**config.mk**
```make
export PLATFORM = sky130hd
export DESIGN_NAME = cartridge_bank_mapper_irq
export DESIGN_NICKNAME = d
export VERILOG_FILES = /design/src/hw/rtl/cbm_pkg.sv /design/src/hw/rtl/cartridge_bank_mapper_irq.sv
export SDC_FILE = /design/constraint.sdc
export NUM_CORES = 1
export LEC_CHECK = 0
export ABC_AREA = 1
export BUFFER_PORTS_ARGS = -buffer_cell sky130_fd_sc_hd__buf_2
export CAP_MARGIN = 20
export CORE_ASPECT_RATIO = 0.7
export CORE_UTILIZATION = 60
export CTS_BUF_LIST = sky130_fd_sc_hd__clkbuf_16
export CTS_CLUSTER_DIAMETER = 40
export DETAILED_ROUTE_END_ITERATION = 7
export GPL_TIMING_DRIVEN = 0
export PLACE_DENSITY_LB_ADDON = 0.12
export SLEW_MARGIN = 20
export SYNTH_ARGS = -nofsm -noshare
export SYNTH_HDL_FRONTEND = slang
export SYNTH_SLANG_ARGS = --single-unit
```
**constraint.sdc**
```tcl
create_clock -name clk -period 2.3 [get_ports clk]
set_input_delay 0.345 -clock clk [delete_from_list [all_inputs] [get_ports clk]]
set_output_delay 0.345 -clock clk [all_outputs]
set_load 0.05 [all_outputs]
```
**src/hw/rtl/cbm_pkg.sv**
```systemverilog
`default_nettype none

package cbm_pkg;

  localparam int CHR_SLOTS = 8;
  localparam int CHR_IDX_W = $clog2(CHR_SLOTS);
  localparam int PRG_SLOTS = 4;
  localparam int MAP_W     = 19;

  typedef logic [2:0]       opcode_t;
  typedef logic [3:0]       cmd_t;
  typedef logic [1:0]       cfg_idx_t;
  typedef logic [MAP_W-1:0] map_addr_t;

  localparam opcode_t OP_CPU_RD = 3'd0;
  localparam opcode_t OP_CPU_WR = 3'd1;
  localparam opcode_t OP_PPU_RD = 3'd2;
  localparam opcode_t OP_PPU_WR = 3'd3;
  localparam opcode_t OP_TICK   = 3'd4;

  localparam cmd_t CMD_PRG0    = 4'd8;
  localparam cmd_t CMD_PRG1    = 4'd9;
  localparam cmd_t CMD_PRG2    = 4'd10;
  localparam cmd_t CMD_PRG3    = 4'd11;
  localparam cmd_t CMD_MIRROR  = 4'd12;
  localparam cmd_t CMD_IRQ_CTL = 4'd13;
  localparam cmd_t CMD_CNT_LO  = 4'd14;
  localparam cmd_t CMD_CNT_HI  = 4'd15;

  localparam cfg_idx_t CFG_PRG_SIZE = 2'd0;
  localparam cfg_idx_t CFG_CHR_SIZE = 2'd1;
  localparam cfg_idx_t CFG_CHR_RAM  = 2'd2;

  localparam logic [2:0] SIZE_LOG2_MAX = 3'd5;

  // CPU address windows, by the top three address bits.
  localparam logic [2:0] WIN_WRAM  = 3'd3;
  localparam logic [2:0] WIN_CMD   = 3'd4;
  localparam logic [2:0] WIN_PARAM = 3'd5;
  localparam logic [2:0] WIN_FIXED = 3'd7;

endpackage

`default_nettype wire

```
**src/hw/rtl/cartridge_bank_mapper_irq.sv**
```systemverilog
`default_nettype none
//  Channel   Direction  Handshake               Payload
//  in_       input      in_valid / in_ready     in_opcode, in_bus_address, in_write_data
//  out_      output     out_valid / out_ready   out_hit, out_to_work_ram,
//                                               out_mapped_address, out_irq_line,
//                                               out_mirror_mode
//  cfg_      input      cfg_we                  cfg_index, cfg_wdata
//
//  One transfer is accepted per clock while in_ready is high; its result is
//  registered in the output register and appears in the cycle after it is accepted.
//  The mapper state is updated at the edge that accepts the transfer.
//  Reset is synchronous and active low.
//  in_ready is low only while a result waits in the output register and
//  out_ready is low.

module cartridge_bank_mapper_irq
  import cbm_pkg::*;
(
  input  wire logic         clk,
  input  wire logic         rst_n,
  input  wire logic         in_valid,
  output logic              in_ready,
  input  wire logic [2:0]   in_opcode,
  input  wire logic [15:0]  in_bus_address,
  input  wire logic [7:0]   in_write_data,
  output logic              out_valid,
  input  wire logic         out_ready,
  output logic              out_hit,
  output logic              out_to_work_ram,
  output logic [18:0]       out_mapped_address,
  output logic              out_irq_line,
  output logic [1:0]        out_mirror_mode,
  input  wire logic         cfg_we,
  input  wire logic [1:0]   cfg_index,
  input  wire logic [2:0]   cfg_wdata
);

  logic [2:0] prg_lg_r, chr_lg_r;
  logic       chr_ram_r;

  cmd_t       cmd_r, cmd_nxt;
  logic [5:0] prg_bank_r [PRG_SLOTS];
  logic [5:0] prg_bank_nxt [PRG_SLOTS];
  logic [7:0] chr_bank_r [CHR_SLOTS];
  logic [7:0] chr_bank_nxt [CHR_SLOTS];
  logic       ram_en_r, ram_en_nxt;
  logic       ram_sel_r, ram_sel_nxt;
  logic [1:0] mirror_r, mirror_nxt;
  logic       irq_en_r, irq_en_nxt;
  logic       run_r, run_nxt;
  logic       irq_flag_r, irq_flag_nxt;
  logic [15:0] cnt_r, cnt_nxt;

  logic       out_valid_r;
  logic       hit_r, hit_nxt;
  logic       wram_r, wram_nxt;
  map_addr_t  maddr_r, maddr_nxt;
  logic       irq_line_r;
  logic [1:0] mirror_out_r;

  logic        in_fire;
  logic [2:0]  win;
  logic [2:0]  prg_lg, chr_lg;
  logic [1:0]  prg_sel;
  logic [5:0]  prg_fixed;
  logic [6:0]  prg_last;
  logic [5:0]  prg_bank;
  map_addr_t   prg_mask;
  map_addr_t   prg_addr;
  logic [17:0] chr_mask;
  logic [7:0]  chr_bank;
  logic [17:0] chr_addr;
  logic [4:0]  chr_bits;

  assign in_ready = !out_valid_r || out_ready;
  assign in_fire  = in_valid && in_ready;
  assign win      = in_bus_address[15:13];

  assign prg_lg   = (prg_lg_r > SIZE_LOG2_MAX) ? SIZE_LOG2_MAX : prg_lg_r;
  assign chr_lg   = (chr_lg_r > SIZE_LOG2_MAX) ? SIZE_LOG2_MAX : chr_lg_r;
  assign prg_last = (7'd2 << prg_lg) - 7'd1;
  assign prg_fixed = prg_last[5:0];
  assign prg_sel  = (win == WIN_WRAM) ? 2'd0 : (in_bus_address[14:13] + 2'd1);
  assign prg_bank = (win == WIN_FIXED) ? prg_fixed : prg_bank_r[prg_sel];
  assign chr_bank = chr_bank_r[in_bus_address[10 +: CHR_IDX_W]];
  assign chr_bits = chr_ram_r ? 5'd13 : (5'd13 + {2'b00, chr_lg});

  always_comb begin
    for (int i = 0; i < MAP_W; i++) begin
      prg_mask[i] = (5'(i) < (5'd14 + {2'b00, prg_lg}));
    end
    for (int i = 0; i < 18; i++) begin
      chr_mask[i] = (5'(i) < chr_bits);
    end
  end

  assign prg_addr = {prg_bank, in_bus_address[12:0]} & prg_mask;
  assign chr_addr = {chr_bank, in_bus_address[9:0]} & chr_mask;

  always_comb begin
    cmd_nxt      = cmd_r;
    prg_bank_nxt = prg_bank_r;
    chr_bank_nxt = chr_bank_r;
    ram_en_nxt   = ram_en_r;
    ram_sel_nxt  = ram_sel_r;
    mirror_nxt   = mirror_r;
    irq_en_nxt   = irq_en_r;
    run_nxt      = run_r;
    irq_flag_nxt = irq_flag_r;
    cnt_nxt      = cnt_r;
    hit_nxt      = 1'b0;
    wram_nxt     = 1'b0;
    maddr_nxt    = '0;
    unique case (in_opcode)
      OP_CPU_RD: begin
        if (win == WIN_WRAM) begin
          if (ram_sel_r) begin
            if (ram_en_r) begin
              hit_nxt   = 1'b1;
              wram_nxt  = 1'b1;
              maddr_nxt = {6'd0, in_bus_address[12:0]};
            end
          end else begin
            hit_nxt   = 1'b1;
            maddr_nxt = prg_addr;
          end
        end else if (in_bus_address[15]) begin
          hit_nxt   = 1'b1;
          maddr_nxt = prg_addr;
        end
      end
      OP_CPU_WR: begin
        if (win == WIN_WRAM) begin
          if (ram_sel_r && ram_en_r) begin
            hit_nxt   = 1'b1;
            wram_nxt  = 1'b1;
            maddr_nxt = {6'd0, in_bus_address[12:0]};
          end
        end else if (win == WIN_CMD) begin
          cmd_nxt = in_write_data[3:0];
        end else if (win == WIN_PARAM) begin
          if (!cmd_r[3]) begin
            chr_bank_nxt[cmd_r[CHR_IDX_W-1:0]] = in_write_data;
          end else begin
            unique case (cmd_r)
              CMD_PRG0: begin
                ram_en_nxt      = in_write_data[7];
                ram_sel_nxt     = in_write_data[6];
                prg_bank_nxt[0] = in_write_data[5:0];
              end
              CMD_PRG1:   prg_bank_nxt[1] = in_write_data[5:0];
              CMD_PRG2:   prg_bank_nxt[2] = in_write_data[5:0];
              CMD_PRG3:   prg_bank_nxt[3] = in_write_data[5:0];
              CMD_MIRROR: mirror_nxt = in_write_data[1:0];
              CMD_IRQ_CTL: begin
                irq_en_nxt   = in_write_data[0];
                run_nxt      = in_write_data[7];
                irq_flag_nxt = 1'b0;
              end
              CMD_CNT_LO: cnt_nxt = {cnt_r[15:8], in_write_data};
              CMD_CNT_HI: cnt_nxt = {in_write_data, cnt_r[7:0]};
              default: ;
            endcase
          end
        end
      end
      OP_PPU_RD: begin
        if (win == 3'd0) begin
          hit_nxt   = 1'b1;
          maddr_nxt = {1'b0, chr_addr};
        end
      end
      OP_PPU_WR: begin
        if (win == 3'd0 && chr_ram_r) begin
          hit_nxt   = 1'b1;
          maddr_nxt = {3'd0, in_bus_address};
        end
      end
      OP_TICK: begin
        if (run_r) begin
          cnt_nxt = cnt_r - 16'd1;
          if (cnt_r == 16'd0 && irq_en_r) begin
            irq_flag_nxt = 1'b1;
          end
        end
      end
      default: ;
    endcase
  end

  always_ff @(posedge clk) begin
    if (!rst_n) begin
      prg_lg_r  <= SIZE_LOG2_MAX;
      chr_lg_r  <= SIZE_LOG2_MAX;
      chr_ram_r <= 1'b0;
    end else if (cfg_we) begin
      unique case (cfg_index)
        CFG_PRG_SIZE: prg_lg_r  <= cfg_wdata;
        CFG_CHR_SIZE: chr_lg_r  <= cfg_wdata;
        CFG_CHR_RAM:  chr_ram_r <= cfg_wdata[0];
        default: ;
      endcase
    end
  end

  always_ff @(posedge clk) begin
    if (!rst_n) begin
      cmd_r      <= '0;
      ram_en_r   <= 1'b0;
      ram_sel_r  <= 1'b0;
      mirror_r   <= 2'd0;
      irq_en_r   <= 1'b0;
      run_r      <= 1'b0;
      irq_flag_r <= 1'b0;
      cnt_r      <= '0;
      for (int i = 0; i < PRG_SLOTS; i++) begin
        prg_bank_r[i] <= '0;
      end
      for (int i = 0; i < CHR_SLOTS; i++) begin
        chr_bank_r[i] <= 8'(i);
      end
    end else if (in_fire) begin
      cmd_r      <= cmd_nxt;
      ram_en_r   <= ram_en_nxt;
      ram_sel_r  <= ram_sel_nxt;
      mirror_r   <= mirror_nxt;
      irq_en_r   <= irq_en_nxt;
      run_r      <= run_nxt;
      irq_flag_r <= irq_flag_nxt;
      cnt_r      <= cnt_nxt;
      prg_bank_r <= prg_bank_nxt;
      chr_bank_r <= chr_bank_nxt;
    end
  end

  always_ff @(posedge clk) begin
    if (!rst_n) begin
      out_valid_r <= 1'b0;
    end else if (in_fire) begin
      out_valid_r <= 1'b1;
    end else if (out_ready) begin
      out_valid_r <= 1'b0;
    end
  end

  always_ff @(posedge clk) begin
    if (in_fire) begin
      hit_r        <= hit_nxt;
      wram_r       <= wram_nxt;
      maddr_r      <= maddr_nxt;
      irq_line_r   <= irq_flag_nxt;
      mirror_out_r <= mirror_nxt;
    end
  end

  assign out_valid          = out_valid_r;
  assign out_hit            = hit_r;
  assign out_to_work_ram    = wram_r;
  assign out_mapped_address = maddr_r;
  assign out_irq_line       = irq_line_r;
  assign out_mirror_mode    = mirror_out_r;

`ifndef SYNTH
  a_irq_on_wrap: assert property (@(posedge clk) disable iff (!rst_n)
    (in_fire && in_opcode == OP_TICK && run_r && irq_en_r && cnt_r == 16'd0)
      |=> irq_flag_r)
    else $error("IRQ flag not raised on counter wrap");

  a_irq_rise_tick: assert property (@(posedge clk) disable iff (!rst_n)
    $rose(irq_flag_r) |-> $past(in_fire && in_opcode == OP_TICK))
    else $error("IRQ flag raised by something other than a tick");

  a_wram_hit: assert property (@(posedge clk) disable iff (!rst_n)
    (out_valid_r && wram_r) |-> hit_r)
    else $error("Work RAM result without a hit");

  a_miss_zero: assert property (@(posedge clk) disable iff (!rst_n)
    (out_valid_r && !hit_r) |-> (maddr_r == '0))
    else $error("Missed access carries a non-zero address");

  a_irq_line_state: assert property (@(posedge clk) disable iff (!rst_n)
    in_fire |=> (irq_line_r == irq_flag_r && mirror_out_r == mirror_r))
    else $error("Result status disagrees with the mapper state");
`endif

endmodule

`default_nettype wire
```
==> out/results.ini <==
[run_status]
outcome = finished with violations
violations = design-rule violations

[sta]
max-slew-margin-rel_pct = 40.9
rsz0062_at_grt = no
clock.fmax_mhz = 478
fin_skew_ns = 0.0127
fin_crit_ns = 2.09
finalSetupTns_ns = 0
slew_violations = 0
worstMarginPinSlew_ns = 0.887
finalCritPeriodShare_pct = 91.0
setup_viol = 0
hold_viol = 0
fin_worst_hold_slack_ns = 0.167

[floorplanning]
dieArea_um2 = 13700
initial_core_util_pct = 62.7
fp.coreArea_um2 = 12700
die_w_um = 140
row_count = 34
die_h_um = 98.3
ioPinCount = 63

[clock_network]
clk_pin_slew_ns = 0.06
cts_resized = 0
clockBufferDepth = 2
post_cts_buffers = 0
clock-sinks = 147
cts-root-buf = clkbuf_16
cts_hold_buf = 0
cts_buffers = 17
cts_max_level = 4
clk_latency_ns = 0.43
cts_tree = yes

[detailed_routing]
viasPerCell = 5.56
wl_um = 23100
wl_per_cell_um = 15.7
drc = 1
ant_nets = 0
first_iter_violations = 812
num_vias = 8199
drt_pre_antenna_iters = 8

[power]
p_leak_nw = 4.43
powerDensity_nw_per_um2 = 684
vdd.ir_drop.worst_mv = 0.464

[final_layout]
synthToLayoutAreaGrowth_pct = 13.6
antennaDiodeCount = 0
fin_util_pct = 71.2
nets = 1344
drive_gt1_share_pct = 9.82

[synthesis]
synthCells = 1221
synth_area_leaders = dfxtp_1, nand2_1, nor2_1
syn-mean-instance-area_um2 = 6.51
ys_seq_area_share_pct = 40.1
synthFlopType = dfxtp_1
synthesis.nets = 1265
ys_types = 29
synth_most_common_cell = nand2_1
yosysWarningCount = 0
synth-async-reset-ratio_pct = 0
synth_top_area_share_pct = 31.0
syn_area_um2 = 7940
ys_ff_latch = 147
synth.largest_area_cell = dfxtp_1
synth.top_cells.by_count = nand2_1, nor2_1, inv_1
synth-edff-count = 24

[worst_setup_path]
worstRegToRegCells = 8
critPathArrivalTime_ns = 2.46
crit_path_end_kind = flop
worstPathRequired_ns = 2.67
crit_path_start_kind = flop
criticalPathCategory = flop to flop
path_max_fanout = 33

[place]
dpl.hpwl_um = 16700
gp_congestion = 0.938
io_buffers = 60

[global_routing]
grt_pass1_vias = 7097
antenna_found_initial = 0
overflow = 0
grt_usage_pct = 34.8
grt_max_degree = 34
grt_first_pass_wirelength_um = 36900

[worst_hold_path]
hold_path_depth = 3
hold_class = input pin to flop

[flow_run]
maxCapViolCount = 0

## state kept, by name (all words and copies together) (netlist names), 2 cells and up
register and cells:
cmd_r 4, prg_lg_r 3, prg_bank_r 24, out_mapped_address 19
mirror_r 2, cnt_r 16, out_mirror_mode 2, chr_lg_r 3
chr_bank_r 64
## worst paths after layout
| path | end | slack, ns | from |
|---|---|---|---|
| setup / recovery | cnt_r[11]$_SDFFE_PN0P_ | 0.21 | out_valid$_SDFFE_PN0P_ |
| setup reg to reg | cnt_r[11]$_SDFFE_PN0P_ | 0.21 | out_valid$_SDFFE_PN0P_ |
| hold / removal | chr_lg_r[2]$_SDFFE_PN1P_ | 0.17 | cfg_wdata[2] |
| hold reg to reg | prg_bank_r[9]$_SDFFE_PN0P_ | 0.45 | prg_bank_r[9]$_SDFFE_PN0P_ |
## where the power goes
part	internal, mW	leakage (nW)	switching [mW]
clock	1.58	0.277	1.13
combinational	0.199	2.91	0.572
sequential	2.67	1.24	0.0297
total	4.45	4.43	1.73
## worst max-delay path: stages, from the launching register on
cell      delay, ns
dfxtp_1        0.31
nand2_2        0.08
nand2_1        0.17
inv_1          0.16
clkbuf_2       0.64
nand3_2        0.37
nand2_1        0.13
nand2_1        0.06
nor2_1         0.11
## area by class of cell
class / instances / area, µm²
buffer: 47 / 248
clock buffer: 17 / 425
clock inverter: 15 / 143
fill: 1135 / 3650
inverter: 149 / 559
multi-input combinational: 878 / 3970
sequential: 147 / 3180
tap: 162 / 203
timing repair buffer: 60 / 300
## placed cells by master, fill, tap and decap left out, types with 3 or more instances in the layout
| cell | netlist | routed |
|---|---|---|
| a21boi_0 | 5 | 5 |
| a21oi_1 | 60 | 59 |
| buf_2 | 8 | 68 |
| buf_6 | 8 | 8 |
| clkbuf_1 | 31 | 30 |
| clkbuf_16 | 0 | 17 |
| clkinv_1 | 4 | 6 |
| clkinv_4 | 0 | 3 |
| clkinvlp_4 | 0 | 3 |
| dfxtp_1 | 123 | 123 |
| edfxtp_1 | 24 | 24 |
| ha_1 | 7 | 7 |
| inv_1 | 145 | 147 |
| nand2_1 | 311 | 309 |
| nand2_2 | 2 | 4 |
| nand3_1 | 106 | 106 |
| nand3_4 | 7 | 7 |
| nand4_1 | 10 | 10 |
| nor2_1 | 253 | 252 |
| nor2_2 | 2 | 3 |
| nor3_1 | 15 | 15 |
| nor3_2 | 4 | 4 |
| o211ai_1 | 7 | 7 |
| o21ai_0 | 76 | 76 |
| o221ai_1 | 3 | 3 |
## through the flow
stage / total power [mW] / std cells / instance area [µm²] / worst slack [ns]
after floorplan: 3.27 / 1221 / 7950 / 0.171
after CTS: 6.15 / 1475 / 9020 / 0.220
after detailed placement: 3.50 / 1443 / 8450 / 0.0444
after global placement: 3.49 / 1443 / 8450 / 0.0626
final: 6.18 / 1475 / 9030 / 0.206
after global routing: 6.37 / 1475 / 9030 / 0.00487
## kinds of logic (layout without fill, tap and decap cells)
| logic type | Yosys count | count (layout) | share of synthesized area, % |
|---|---|---|---|
| and+or+nand+nor | 716 | 716 | 38.3 |
| buffers and inverters | 196 | 288 | 10.1 |
| AOI/OAI and AO/OA | 155 | 155 | 10.4 |
| adders and majority gates | 7 | 7 | 1.10 |
| DFF | 147 | 147 | 40.1 |
## per-layer routing
| layer | share of wire, % | global-route usage (%) |
|---|---|---|
| met2 | 41 | 51.2 |
| met1 | 44 | 49.5 |
| met3 | 13 | 10.7 |
| met5 | 0.15 | 0 |
| met4 | 1.5 | 8.71 |
No activity file was read; power rests on OpenSTA's default activity.
